===== src/htfsm_pkg.sv =====
// Shared constants and types for the half-turn flip speed meter.
package htfsm_pkg;

   // Default parameter values.
   localparam int SAMPLE_BITS_DEF  = 10;
   localparam int COUNTER_BITS_DEF = 16;

   // Fixed field widths.
   localparam int THRESH_BITS   = 10;
   localparam int GAIN_BITS     = 16;
   localparam int NUM_BITS      = 20;
   localparam int FLIP_BITS     = 16;
   localparam int SPEED_BITS    = 27;
   localparam int PROD_BITS     = FLIP_BITS + GAIN_BITS;
   localparam int CSR_IDX_BITS  = 2;
   localparam int CSR_DATA_BITS = 20;

   // Configuration register indexes.
   localparam logic [CSR_IDX_BITS-1:0] CSR_FLIP_THRESHOLD         = 2'd0;
   localparam logic [CSR_IDX_BITS-1:0] CSR_COUNT_SPEED_GAIN       = 2'd1;
   localparam logic [CSR_IDX_BITS-1:0] CSR_PERIOD_SPEED_NUMERATOR = 2'd2;

   // Configuration reset values.
   localparam logic [THRESH_BITS-1:0] THRESH_RESET = 10'd700;
   localparam logic [GAIN_BITS-1:0]   GAIN_RESET   = 16'd600;
   localparam logic [NUM_BITS-1:0]    NUM_RESET    = 20'd150000;

   // Count speed saturates symmetrically at this magnitude.
   localparam logic [PROD_BITS-1:0] SPEED_LIMIT = 32'd39321600;

   // Request type codes.
   localparam logic REQ_SAMPLE = 1'b0;
   localparam logic REQ_CHECK  = 1'b1;

   typedef logic [FLIP_BITS-1:0] flip_type;

endpackage


===== src/htfsm_multiplier.sv =====
// Bit-serial shift-add multiplier, one gain bit per cycle, most significant first.
module htfsm_multiplier (
   input  logic                                clock,
   input  logic                                reset,
   input  logic                                start,
   input  logic [htfsm_pkg::FLIP_BITS-1:0]     mag,
   input  logic [htfsm_pkg::GAIN_BITS-1:0]     gain,
   output logic                                busy,
   output logic [htfsm_pkg::PROD_BITS-1:0]     product
);

   localparam int CNT_BITS = $clog2(htfsm_pkg::GAIN_BITS + 1);

   logic [htfsm_pkg::PROD_BITS-1:0] acc_ff, acc_in;
   logic [htfsm_pkg::FLIP_BITS-1:0] mag_ff;
   logic [htfsm_pkg::GAIN_BITS-1:0] gain_ff;
   logic [CNT_BITS-1:0]             count_ff;

   // Double the partial sum and add the multiplicand when the gain bit is set.
   always_comb begin
      acc_in = {acc_ff[htfsm_pkg::PROD_BITS-2:0], 1'b0};
      if (gain_ff[htfsm_pkg::GAIN_BITS-1]) begin
         acc_in = acc_in + htfsm_pkg::PROD_BITS'(mag_ff);
      end
   end

   // Control counter.
   always_ff @(posedge clock) begin
      if (reset) begin
         count_ff <= '0;
      end else if (start) begin
         count_ff <= CNT_BITS'(htfsm_pkg::GAIN_BITS);
      end else if (count_ff != '0) begin
         count_ff <= count_ff - CNT_BITS'(1);
      end
   end

   // Datapath shift registers.
   always_ff @(posedge clock) begin
      if (start) begin
         acc_ff  <= '0;
         mag_ff  <= mag;
         gain_ff <= gain;
      end else if (count_ff != '0) begin
         acc_ff  <= acc_in;
         gain_ff <= {gain_ff[htfsm_pkg::GAIN_BITS-2:0], 1'b0};
      end
   end

   assign busy    = (count_ff != '0);
   assign product = acc_ff;

endmodule


===== src/htfsm_divider.sv =====
// Restoring divider that produces one quotient bit per cycle.
module htfsm_divider #(
   parameter int DIV_BITS = htfsm_pkg::COUNTER_BITS_DEF
) (
   input  logic                             clock,
   input  logic                             reset,
   input  logic                             start,
   input  logic [htfsm_pkg::NUM_BITS-1:0]   numerator,
   input  logic [DIV_BITS-1:0]              divisor,
   output logic                             busy,
   output logic [htfsm_pkg::NUM_BITS-1:0]   quotient
);

   localparam int CNT_BITS = $clog2(htfsm_pkg::NUM_BITS + 1);

   logic [DIV_BITS-1:0]              rem_ff, rem_in;
   logic [DIV_BITS-1:0]              div_ff;
   logic [htfsm_pkg::NUM_BITS-1:0]   quo_ff, quo_in;
   logic [CNT_BITS-1:0]              count_ff;
   logic [DIV_BITS:0]                trial;
   logic [DIV_BITS:0]                diff;

   // The numerator shifts out at the top while quotient bits enter at the bottom.
   always_comb begin
      trial = {rem_ff, quo_ff[htfsm_pkg::NUM_BITS-1]};
      diff  = trial - {1'b0, div_ff};
      if (!diff[DIV_BITS]) begin
         rem_in = diff[DIV_BITS-1:0];
         quo_in = {quo_ff[htfsm_pkg::NUM_BITS-2:0], 1'b1};
      end else begin
         rem_in = trial[DIV_BITS-1:0];
         quo_in = {quo_ff[htfsm_pkg::NUM_BITS-2:0], 1'b0};
      end
   end

   // Control counter.
   always_ff @(posedge clock) begin
      if (reset) begin
         count_ff <= '0;
      end else if (start) begin
         count_ff <= CNT_BITS'(htfsm_pkg::NUM_BITS);
      end else if (count_ff != '0) begin
         count_ff <= count_ff - CNT_BITS'(1);
      end
   end

   // Remainder and quotient registers.
   always_ff @(posedge clock) begin
      if (start) begin
         rem_ff <= '0;
         div_ff <= divisor;
         quo_ff <= numerator;
      end else if (count_ff != '0) begin
         rem_ff <= rem_in;
         quo_ff <= quo_in;
      end
   end

   assign busy     = (count_ff != '0);
   assign quotient = quo_ff;

endmodule


===== src/half_turn_flip_speed_meter_core.sv =====
// Top level of the half-turn flip counter with count and period speed estimates.
//
// A sample transaction (type 0) is accepted and its result is in the output
// register on the next cycle; another transaction may be accepted right away,
// so samples stream at one per cycle while the consumer keeps up. A speed check
// transaction (type 1) runs the bit-serial divider, which retires one quotient bit
// per cycle, and then loads the output register; the next transaction can be
// accepted as soon as the result appears. The bit-serial multiplier for the count
// speed runs alongside the divider. No request is accepted while a check is in
// progress or while the output register is full and stalled. Configuration writes
// are always accepted.
module half_turn_flip_speed_meter_core #(
   parameter int SAMPLE_BITS  = htfsm_pkg::SAMPLE_BITS_DEF,
   parameter int COUNTER_BITS = htfsm_pkg::COUNTER_BITS_DEF
) (
   input  logic                                       clock,
   input  logic                                       reset,
   // Request channel
   input  logic                                       req_valid,
   output logic                                       req_stall,
   input  logic                                       req_type,
   input  logic [SAMPLE_BITS-1:0]                     req_sample,
   // Response channel
   output logic                                       rsp_valid,
   input  logic                                       rsp_stall,
   output logic signed [htfsm_pkg::FLIP_BITS-1:0]     rsp_flip_count,
   output logic signed [htfsm_pkg::SPEED_BITS-1:0]    rsp_count_speed,
   output logic [htfsm_pkg::NUM_BITS-1:0]             rsp_period_speed,
   output logic                                       rsp_period_valid,
   // Configuration channel
   input  logic                                       csr_valid,
   output logic                                       csr_ready,
   input  logic [htfsm_pkg::CSR_IDX_BITS-1:0]         csr_index,
   input  logic [htfsm_pkg::CSR_DATA_BITS-1:0]        csr_data
);

   localparam int CMP_BITS = (SAMPLE_BITS > htfsm_pkg::THRESH_BITS) ?
                             SAMPLE_BITS : htfsm_pkg::THRESH_BITS;

   localparam logic ST_IDLE = 1'b0;
   localparam logic ST_CALC = 1'b1;

   // Configuration registers
   logic [htfsm_pkg::THRESH_BITS-1:0] thr_ff;
   logic [htfsm_pkg::GAIN_BITS-1:0]   gain_ff;
   logic [htfsm_pkg::NUM_BITS-1:0]    num_ff;

   // Measurement state
   logic [SAMPLE_BITS-1:0]  prev_ff, prev2_ff;
   logic [1:0]              primed_ff, primed_in;
   htfsm_pkg::flip_type     net_ff, net_in;
   htfsm_pkg::flip_type     last_chk_ff;
   logic [COUNTER_BITS-1:0] tsf_ff, tsf_in;
   logic [COUNTER_BITS-1:0] tpf_ff, tpf_in;
   logic                    state_ff;
   logic                    neg_ff;

   // Output register
   logic                                      rsp_valid_ff, rsp_valid_in;
   logic signed [htfsm_pkg::FLIP_BITS-1:0]    rsp_flip_ff;
   logic signed [htfsm_pkg::SPEED_BITS-1:0]   rsp_cspd_ff, cspd_in;
   logic [htfsm_pkg::NUM_BITS-1:0]            rsp_pspd_ff;
   logic                                      rsp_pvld_ff;

   // Handshake and sequencing
   logic req_accept;
   logic smp_load;
   logic chk_start;
   logic calc_done;
   logic out_load;

   // Sample comparison
   logic                   smp_up;
   logic [SAMPLE_BITS-1:0] smp_mag;
   logic                   smp_flip;

   // Check setup and arithmetic units
   htfsm_pkg::flip_type               chk_diff, chk_mag;
   logic                              mul_busy, div_busy;
   logic [htfsm_pkg::PROD_BITS-1:0]   mul_product, sat_mag;
   logic [htfsm_pkg::NUM_BITS-1:0]    div_quotient;

   // Handshake.
   assign req_stall  = (state_ff == ST_CALC) || (rsp_valid_ff && rsp_stall);
   assign req_accept = req_valid && !req_stall;
   assign smp_load   = req_accept && (req_type == htfsm_pkg::REQ_SAMPLE);
   assign chk_start  = req_accept && (req_type == htfsm_pkg::REQ_CHECK);
   assign calc_done  = (state_ff == ST_CALC) && !mul_busy && !div_busy;
   assign out_load   = smp_load || calc_done;
   assign csr_ready  = 1'b1;

   // Configuration writes.
   always_ff @(posedge clock) begin
      if (reset) begin
         thr_ff  <= htfsm_pkg::THRESH_RESET;
         gain_ff <= htfsm_pkg::GAIN_RESET;
         num_ff  <= htfsm_pkg::NUM_RESET;
      end else if (csr_valid && csr_ready) begin
         unique case (csr_index)
            htfsm_pkg::CSR_FLIP_THRESHOLD: begin
               thr_ff <= csr_data[htfsm_pkg::THRESH_BITS-1:0];
            end
            htfsm_pkg::CSR_COUNT_SPEED_GAIN: begin
               gain_ff <= csr_data[htfsm_pkg::GAIN_BITS-1:0];
            end
            htfsm_pkg::CSR_PERIOD_SPEED_NUMERATOR: begin
               num_ff <= csr_data[htfsm_pkg::NUM_BITS-1:0];
            end
            default: begin
            end
         endcase
      end
   end

   // Jump between this sample and the one two samples earlier.
   always_comb begin
      smp_up   = (req_sample > prev2_ff);
      smp_mag  = smp_up ? (req_sample - prev2_ff) : (prev2_ff - req_sample);
      smp_flip = (primed_ff == 2'd2) &&
                 (CMP_BITS'(smp_mag) > CMP_BITS'(thr_ff)) &&
                 (tsf_ff != '0);
   end

   // Flip counting and interval tracking on a sample transaction.
   always_comb begin
      primed_in = primed_ff;
      net_in    = net_ff;
      tsf_in    = tsf_ff;
      tpf_in    = tpf_ff;
      if (smp_load) begin
         if (primed_ff != 2'd2) begin
            primed_in = primed_ff + 2'd1;
         end else if (smp_flip) begin
            net_in = smp_up ? (net_ff + htfsm_pkg::FLIP_BITS'(1))
                            : (net_ff - htfsm_pkg::FLIP_BITS'(1));
            tpf_in = tsf_ff;
            tsf_in = '0;
         end else if (tsf_ff != '1) begin
            tsf_in = tsf_ff + COUNTER_BITS'(1);
         end
      end
   end

   // Flips since the last check, split into sign and magnitude.
   always_comb begin
      chk_diff = net_ff - last_chk_ff;
      chk_mag  = chk_diff[htfsm_pkg::FLIP_BITS-1] ? (~chk_diff + htfsm_pkg::FLIP_BITS'(1))
                                                  : chk_diff;
   end

   // Saturate the product and restore its sign.
   always_comb begin
      sat_mag = (mul_product > htfsm_pkg::SPEED_LIMIT) ? htfsm_pkg::SPEED_LIMIT
                                                       : mul_product;
      cspd_in = neg_ff ? -$signed(sat_mag[htfsm_pkg::SPEED_BITS-1:0])
                       : $signed(sat_mag[htfsm_pkg::SPEED_BITS-1:0]);
   end

   // Measurement state and sequencer.
   always_ff @(posedge clock) begin
      if (reset) begin
         prev_ff     <= '0;
         prev2_ff    <= '0;
         primed_ff   <= '0;
         net_ff      <= '0;
         last_chk_ff <= '0;
         tsf_ff      <= '0;
         tpf_ff      <= '0;
         state_ff    <= ST_IDLE;
      end else begin
         primed_ff <= primed_in;
         net_ff    <= net_in;
         tsf_ff    <= tsf_in;
         tpf_ff    <= tpf_in;
         if (smp_load) begin
            prev2_ff <= prev_ff;
            prev_ff  <= req_sample;
         end
         if (chk_start) begin
            last_chk_ff <= net_ff;
            state_ff    <= ST_CALC;
         end else if (calc_done) begin
            state_ff <= ST_IDLE;
         end
      end
   end

   // Sign of the flip difference for the running check.
   always_ff @(posedge clock) begin
      if (chk_start) begin
         neg_ff <= chk_diff[htfsm_pkg::FLIP_BITS-1];
      end
   end

   // Count speed multiplier.
   htfsm_multiplier u_mul (
      .clock   (clock),
      .reset   (reset),
      .start   (chk_start),
      .mag     (chk_mag),
      .gain    (gain_ff),
      .busy    (mul_busy),
      .product (mul_product)
   );

   // Period speed divider.
   htfsm_divider #(
      .DIV_BITS (COUNTER_BITS)
   ) u_div (
      .clock     (clock),
      .reset     (reset),
      .start     (chk_start),
      .numerator (num_ff),
      .divisor   (tpf_ff),
      .busy      (div_busy),
      .quotient  (div_quotient)
   );

   // Output valid.
   always_comb begin
      if (out_load) begin
         rsp_valid_in = 1'b1;
      end else if (rsp_stall) begin
         rsp_valid_in = rsp_valid_ff;
      end else begin
         rsp_valid_in = 1'b0;
      end
   end

   always_ff @(posedge clock) begin
      if (reset) begin
         rsp_valid_ff <= 1'b0;
         rsp_cspd_ff  <= '0;
         rsp_pspd_ff  <= '0;
      end else begin
         rsp_valid_ff <= rsp_valid_in;
         if (calc_done) begin
            rsp_cspd_ff <= cspd_in;
            rsp_pspd_ff <= (tpf_ff != '0) ? div_quotient : '0;
         end
      end
   end

   // Result payload.
   always_ff @(posedge clock) begin
      if (out_load) begin
         rsp_flip_ff <= $signed(net_in);
         rsp_pvld_ff <= (tpf_in != '0);
      end
   end

   assign rsp_valid        = rsp_valid_ff;
   assign rsp_flip_count   = rsp_flip_ff;
   assign rsp_count_speed  = rsp_cspd_ff;
   assign rsp_period_speed = rsp_pspd_ff;
   assign rsp_period_valid = rsp_pvld_ff;

   // A new result is only written when the output register is free.
   a_out_free: assert property (@(posedge clock) disable iff (reset)
      out_load |-> (!rsp_valid_ff || !rsp_stall))
      else $error("result written over a pending transaction");

   // A check transaction starts the arithmetic units.
   a_chk_busy: assert property (@(posedge clock) disable iff (reset)
      chk_start |=> (state_ff == ST_CALC) && mul_busy && div_busy)
      else $error("check did not start the arithmetic units");

   // Once a flip interval is captured it never returns to zero.
   a_tpf_sticky: assert property (@(posedge clock) disable iff (reset)
      (tpf_ff != '0) |=> (tpf_ff != '0))
      else $error("captured interval returned to zero");

   // Without a captured interval the period speed stays zero.
   a_pspd_zero: assert property (@(posedge clock) disable iff (reset)
      (rsp_valid_ff && !rsp_pvld_ff) |-> (rsp_pspd_ff == '0))
      else $error("period speed nonzero without a valid interval");

endmodule

===== config.mk =====
export PLATFORM = sky130hd
export DESIGN_NAME = half_turn_flip_speed_meter_core
export DESIGN_NICKNAME = d
export VERILOG_FILES = /design/src/htfsm_pkg.sv /design/src/htfsm_multiplier.sv /design/src/htfsm_divider.sv /design/src/half_turn_flip_speed_meter_core.sv
export SDC_FILE = /design/constraint.sdc
export NUM_CORES = 1
export LEC_CHECK = 0
export BUFFER_PORTS_ARGS = -buffer_cell sky130_fd_sc_hd__buf_2
export CELL_PAD_IN_SITES_DETAIL_PLACEMENT = 1
export CELL_PAD_IN_SITES_GLOBAL_PLACEMENT = 1
export CORE_MARGIN = 1
export CORE_UTILIZATION = 40
export DETAILED_ROUTE_END_ITERATION = 16
export GPL_TIMING_DRIVEN = 0
export PLACE_DENSITY = 0.69
export SLEW_MARGIN = 40
export SYNTH_ARGS = -nofsm -noshare
export SYNTH_HDL_FRONTEND = slang
export SYNTH_SLANG_ARGS = --single-unit

===== constraint.sdc =====
create_clock -name clock -period 14.6 [get_ports clock]
set_input_delay 2.92 -clock clock [delete_from_list [all_inputs] [get_ports clock]]
set_output_delay 2.92 -clock clock [all_outputs]
set_load 0.005 [all_outputs]

==> results.yml, run 1 <==
run_status:
  outcome: "finished clean"
yosys:
  synth_warnings: 0
  synth_top_family_by_area: "simple AND/OR/NAND/NOR gates"
  yosys.cell_types.count: 81
  synthCells: 1998
  synth_area_leader_cell: "dfxtp_1"
  synth_compound_area_share_pct: 16.42
  synth_adder_area_share_pct: 7.648
  yosysSeqAreaShare_pct: 42.24
  synth_edf_count: 86
  syn-cell-area_sq_um: 17440
  synthFlopType: "dfxtp_1"
  synth_simple_gate_area_share_pct: 18.78
  ys_ff_latch: 325
  synth_area_per_cell_sq_um: 8.729
  synth_xor_area_share_pct: 6.069
  synth_mux_area_share_pct: 4.139
  async_reset_ff_share_pct: 0
  synth_top_area_share_pct: 27.43
  synthTopCellsByArea: "dfxtp_1 (27%), edfxtp_1 (15%), nand2_1 (7.1%), ha_1 (7.0%), a21oi_1 (4.9%)"
  synth_fp_nets: 2139
timing:
  period_needed_ns: 9.215
  max-slew-margin-rel_pct: 45.16
  drv_slew: 0
  fmax_ghz: 0.1085
  finalHoldViolCount: 0
  worst-slew-pin-transition_ns: 0.8226
  fin_skew_ns: 0.01712
  setup_viol: 0
  grt_setup_unrepaired: "false"
  period_share_pct: 63.11
  fin_setup_tns_ns: 0
  fin_ws_ns: 5.385
placement:
  globalplace.congestion: 0.8700
  post-place-ws_ns: 4.614
  dp_hpwl_mm: 40.00
  port_buffers: 103
  post_dp_cell_area_sq_um: 18780
grt:
  grt_pass1_wl_mm: 84.20
  grt_pass1_vias: 15590
  gr-usage-all-layers_pct: 23.90
  grt_max_degree: 21
  grt_antenna_before_repair: 1
  gr-total-overflow: 0
setup_path:
  cp-start-kind: "input port"
  reg2reg_depth: 18
  required_ns: 14.96
  crit_type: "in2reg"
  crit_fanout: 10
  crit_arrival_ns: 9.57
  endpoint_kind: "flop"
  r2r_slack_ns: 7.57
layout:
  drive_above_1_share_pct: 10.25
  layout.nets: 2286
  layout_common_cells: "nand2_1 (327), dfxtp_1 (239), a21oi_1 (170)"
  antenna_cells: 0
  final_common_cell: "nand2_1"
  final_area_sq_um: 20090
  syn_to_final_growth_pct: 15.18
cts:
  root_buffer: "clkbuf_16"
  cts_setup_buffers: 0
  clk_pin_slew_ns: 0.06
  clockBufferDepth: 3
  cts_buffers: 39
  ctsResizeCount: 0
  tritoncts: "done"
  worst_skew_pair.late_latency_ns: 0.56
  htree_levels: 2
  hold_buffers: 0
  cts_num_sinks: 325
power:
  intPower_uw: 2147
  p_leak_uw: 0.008097
  clkPwrFrac_pct: 29.5
  pwr-share-comb_pct: 33.4
  switchingPower_uw: 1232
  ir_drop_v: 0.00008305
  power_uw: 3378
  swShare_pct: 36.46
  power_density_nw_per_um2: 168.2
  p_seq_share_pct: 37.1
flow_run:
  max_cap_viol_count: 0
floorplanning:
  dieArea_sq_um: 44440
  rows: 76
  start_util_pct: 40.49
  ioPinCount: 105
  chipHeight_microns: 210.8
  coreArea_sq_um: 43080
  fp.dieW_microns: 210.8
hold_path:
  min_path_cells: 2
  hold_class: "reg2reg"
drt:
  ant_nets: 0
  wl_per_cell_microns: 19.10
  viasPerCell: 5.454
  drt_wl_total_mm: 52.71
  firstDrtPassIters: 5
  first_iter_violations: 715
  drc: 0
  num_vias: 15050
## Yosys cell counts, drive strengths merged, types with 5 or more instances
cell type  count
nand2        329
dfxtp        239
a21oi        170
nor2         159
inv          105
ha            97
clkbuf        89
edfxtp        86
o21ai         84
xnor2         70
mux2i         53
xor2          50
nor3          34
nand3         33
nor2b         28
a211oi        22
nand3b        22
a22oi         21
a31oi         19
a21o          18
mux2          17
nor4          17
buf           16
nand4         15
and3          13
or2           13
and2          11
o31ai         11
or3           11
o2111ai       10
o21a          10
a211o          8
nand2b         8
o311ai         8
o211ai         7
o21bai         7
or4            7
a41oi          6
fa             6
a311oi         5
a31o           5
nor3b          5
o31a           5
## through the flow
step	instances	util, %	hold WS [ns]
after floorplan	1998	-	0.4298
after global placement	2686	43.38	0.4356
after detailed placement	2689	43.59	0.4394
after CTS	2760	46.60	0.4481
after global routing	2760	46.63	0.4640
final	2760	46.63	0.4448
## registers in the layout, summed over array words and instances (netlist names), 16 cells and up
| name | flops |
|---|---|
| last_chk_ff | 16 |
| u_div.quotient | 20 |
| u_mul.product | 32 |
| rsp_period_speed | 20 |
| tsf_ff | 16 |
| u_mul.gain_ff | 16 |
| gain_ff | 16 |
| u_div.div_ff | 16 |
| net_ff | 16 |
| u_mul.mag_ff | 16 |
| num_ff | 20 |
| rsp_flip_count | 16 |
| u_div.rem_ff | 16 |
| rsp_count_speed | 27 |
| tpf_ff | 16 |
## layout make-up
class	count	area, sq um
clock inverter	12	142.6
tap	585	732.0
buffer	105	429.2
timing repair buffer	106	575.6
sequential	325	7367
fill	5096	22990
clock buffer	59	1155
multi-input combinational	1463	9293
inverter	105	394.1
## cells by family (layout without fill, tap and decap cells)
| kind of cell | Yosys count | after routing |
|---|---|---|
| flip-flops | 325 | 325 |
| AND/OR/NAND/NOR | 718 | 718 |
| AO/OA/AOI/OAI | 451 | 451 |
| buffers and inverters | 210 | 387 |
| multiplexers | 70 | 70 |
| other | 1 | 1 |
| adder cells (fa/ha/maj) | 103 | 103 |
| XOR/XNOR | 120 | 120 |
## power groups by stage
stage | logic, uW | registers, uW | clock network (uW)
after floorplan | 827 | 1210 | 0
after global routing | 1250 | 1270 | 1050
final | 1130 | 1250 | 996
after CTS | 1130 | 1250 | 1020
after global placement | 1070 | 1260 | 0
after detailed placement | 1110 | 1270 | 0
## layer usage
layer  routed length (microns)  track usage, %
met5                         8               0
met4                      1409           7.796
met3                      1552           3.003
met2                     26450           43.11
met1                     23290           29.33
## final timing paths
| path | from | to |
|---|---|---|
| worst max-delay path | req_sample[4] | rsp_period_valid |
| worst min register to register | rsp_count_speed[26] | rsp_count_speed[26] |
| worst min-delay path | rsp_count_speed[26] | rsp_count_speed[26] |
| worst max register to register | prev2_ff[4] | rsp_period_valid |
## worst max-delay path: stages
cell and delay [ns]:
buf_2 0.11, inv_1 0.04, ha_1 0.26, clkbuf_1 0.30, nand4_1 0.21, o32ai_1 0.57
nand2_1 0.41, buf_1 0.45, mux2i_1 0.39, a2bb2oi_1 0.27, a21oi_1 0.13, xnor2_1 0.15
ha_1 0.27, nand4_1 0.18, nor3b_1 0.43, o311a_1 0.34, clkbuf_1 0.55, buf_1 0.57
clkbuf_1 0.63, mux2i_1 0.38
Note: power is estimated with default switching activity, not from simulation.
==> inputs of run 2 (changes only) <==
--- a/config.mk
+++ b/config.mk
@@ -12,7 +12,7 @@
 export CORE_UTILIZATION = 40
 export DETAILED_ROUTE_END_ITERATION = 16
 export GPL_TIMING_DRIVEN = 0
-export PLACE_DENSITY = 0.69
+export PLACE_DENSITY = 0.72
 export SLEW_MARGIN = 40
 export SYNTH_ARGS = -nofsm -noshare
 export SYNTH_HDL_FRONTEND = slang
==> constraint.sdc (replaced) <==
create_clock -name clock -period 8.2 [get_ports clock]
set_input_delay 1.64 -clock clock [delete_from_list [all_inputs] [get_ports clock]]
set_output_delay 1.64 -clock clock [all_outputs]
set_load 0.005 [all_outputs]
==> run 2 against run 1 <==
  * Flip-flop and latch count unchanged
  * Via count up 0.41%
  * Clock skew up 0.023 ns
  * Wire length about the same
  * Count of clock-buffer cells in the layout down 8
  * Final cell count up 0.14%
  * Hold slack worse by 0.0073 ns
  * Sequential share of layout area down 0.057 points
  * Clock power up 78%
  * Total power up 78%
  * Critical endpoint unchanged
  * Largest cell class unchanged
  * Largest power group unchanged
  * Highest routed layer is now met4
==> results.yml, run 2 (synthesis gave the netlist of run 1 again) <==
run_status:
  outcome: "finished clean"
flow_run:
  max_cap_viol_count: 0
power:
  ir_drop_v: 0.0001552
  clkPwrFrac_pct: 29.4
  intPower_uw: 3790
  power_density_nw_per_um2: 298.6
  p_leak_uw: 0.008120
  p_seq_share_pct: 37.2
  swShare_pct: 36.91
  power_uw: 6008
  pwr-share-comb_pct: 33.4
  switchingPower_uw: 2218
layout:
  stdcell_count: 2764
  layout.nets: 2287
  final_area_sq_um: 20120
  syn_to_final_growth_pct: 15.36
  layout_common_cells: "nand2_1 (327), dfxtp_1 (239), a21oi_1 (170)"
  multi_input_area_sq_um: 9293
  fill_cells: 5120
  largest_reg_flops: 32
  drive_above_1_share_pct: 10.74
  final_common_cell: "nand2_1"
  seqCellArea_sq_um: 7367
cts:
  cts_setup_buffers: 0
  root_buffer: "clkbuf_16"
  hold_buffers: 0
  cts_num_sinks: 325
  cts_buffers: 40
  clk_pin_slew_ns: 0.06
  clockBufferDepth: 3
  htree_levels: 2
  worst_skew_pair.late_latency_ns: 0.57
  tritoncts: "done"
grt:
  grt_pass1_vias: 15860
  grt_antenna_before_repair: 0
  grt_pass1_wl_mm: 84.69
  grt_max_degree: 21
  gr-total-overflow: 0
  gr-usage-all-layers_pct: 24.07
timing:
  max-slew-margin-rel_pct: 43.37
  grt_setup_unrepaired: "false"
  period_share_pct: 94.75
  fin_skew_ns: 0.03975
  finalHoldViolCount: 0
  setup_viol: 0
  period_needed_ns: 7.770
  fmax_ghz: 0.1287
  worst-slew-pin-transition_ns: 0.8494
  drv_slew: 0
setup_path:
  endpoint_kind: "flop"
  crit_type: "in2reg"
  required_ns: 8.47
  r2r_slack_ns: 1.33
  reg2reg_depth: 18
  cp-start-kind: "input port"
  crit_arrival_ns: 8.03
  crit_fanout: 10
floorplanning:
  coreArea_sq_um: 43080
  ioPinCount: 105
  chipHeight_microns: 210.8
  fp.dieW_microns: 210.8
  start_util_pct: 40.49
  dieArea_sq_um: 44440
  rows: 76
drt:
  wl_per_cell_microns: 19.08
  viasPerCell: 5.469
  first_iter_violations: 613
  firstDrtPassIters: 7
  ant_nets: 0
  drt_wl_total_mm: 52.75
  drc: 0
  num_vias: 15120
hold_path:
  min_path_cells: 2
  hold_class: "reg2reg"
placement:
  dp_hpwl_mm: 40.09
  port_buffers: 103
  placedCellCount: 2689
  globalplace.congestion: 0.8843
  post_dp_cell_area_sq_um: 18780
## run 2: changes by cell type in the layout (fill, tap and decap cells not counted), sizes merged
cell      change
bufinv        -2
diode         +1
inv           +3
clkbuf        -8
clkinv        +9
clkinvlp      +1
## run 2: final timing paths
check | endpoint | start
max | rsp_period_valid | req_sample[4]
min reg2reg | rsp_count_speed[26] | rsp_count_speed[26]
min | rsp_count_speed[26] | rsp_count_speed[26]
max reg2reg | rsp_period_valid | prev2_ff[4]
## run 2: routing by layer
layer  up-vias  share of wire, %  global-route usage [%]
met5         -                 0                       0
met1      7477                44                   29.43
met3        91               3.2                   3.434
met4         0               2.6                   7.671
li1       7313                 -                       -
met2       235                50                   43.30
## run 2: area by class of cell
cell class	count	area share (%)
Sequential cell	325	36.62
Timing Repair Buffer	106	2.861
Tap cell	585	3.638
Clock buffer	51	5.746
Clock inverter	23	0.8520
Antenna cell	1	0.01244
Inverter	105	1.959
Multi-Input combinational cell	1463	46.19
Buffer	105	2.127
## run 2: critical path, stage by stage
cell      delay, ns
buf_2          0.10
inv_1          0.04
ha_1           0.26
clkbuf_1       0.30
nand4_1        0.20
o32ai_1        0.57
nand2_1        0.42
buf_1          0.40
mux2i_1        0.34
a21oi_1        0.14
o31ai_1        0.26
xor2_1         0.11
ha_1           0.30
nand4_1        0.20
nor3b_1        0.44
o311a_1        0.36
clkbuf_1       0.53
buf_1          0.57
clkbuf_1       0.64
mux2i_1        0.21
## run 2: metrics by stage
step	hold WS (ns)	util (%)	TNS [ns]	worst slack [ns]
detailed placement	0.4295	43.59	-2.796	-0.2450
global placement	0.4339	43.38	-0.1174	-0.05460
floorplan	0.4298	-	0	1.757
finish	0.4375	46.71	0	0.4302
CTS	0.4381	46.67	0	0.3231
global route	0.4579	46.70	0	0.03076
## run 2: power groups by stage
stage	Clock, uW	Sequential, uW	Combinational (uW)
6_report	1770	2230	2010
4_1_cts	1800	2230	2000
5_1_grt	1870	2260	2230
3_3_place_gp	0	2250	1890
2_1_floorplan	0	2160	1470
3_5_place_dp	0	2260	1980
## run 2: timing repair
| action | 4_1_cts | 5_1_grt |
|---|---|---|
| setup endpoints to repair | 0 | 2 |
| resized for setup | 0 | 2 |
| endpoints found under the hold margin | 0 | 0 |
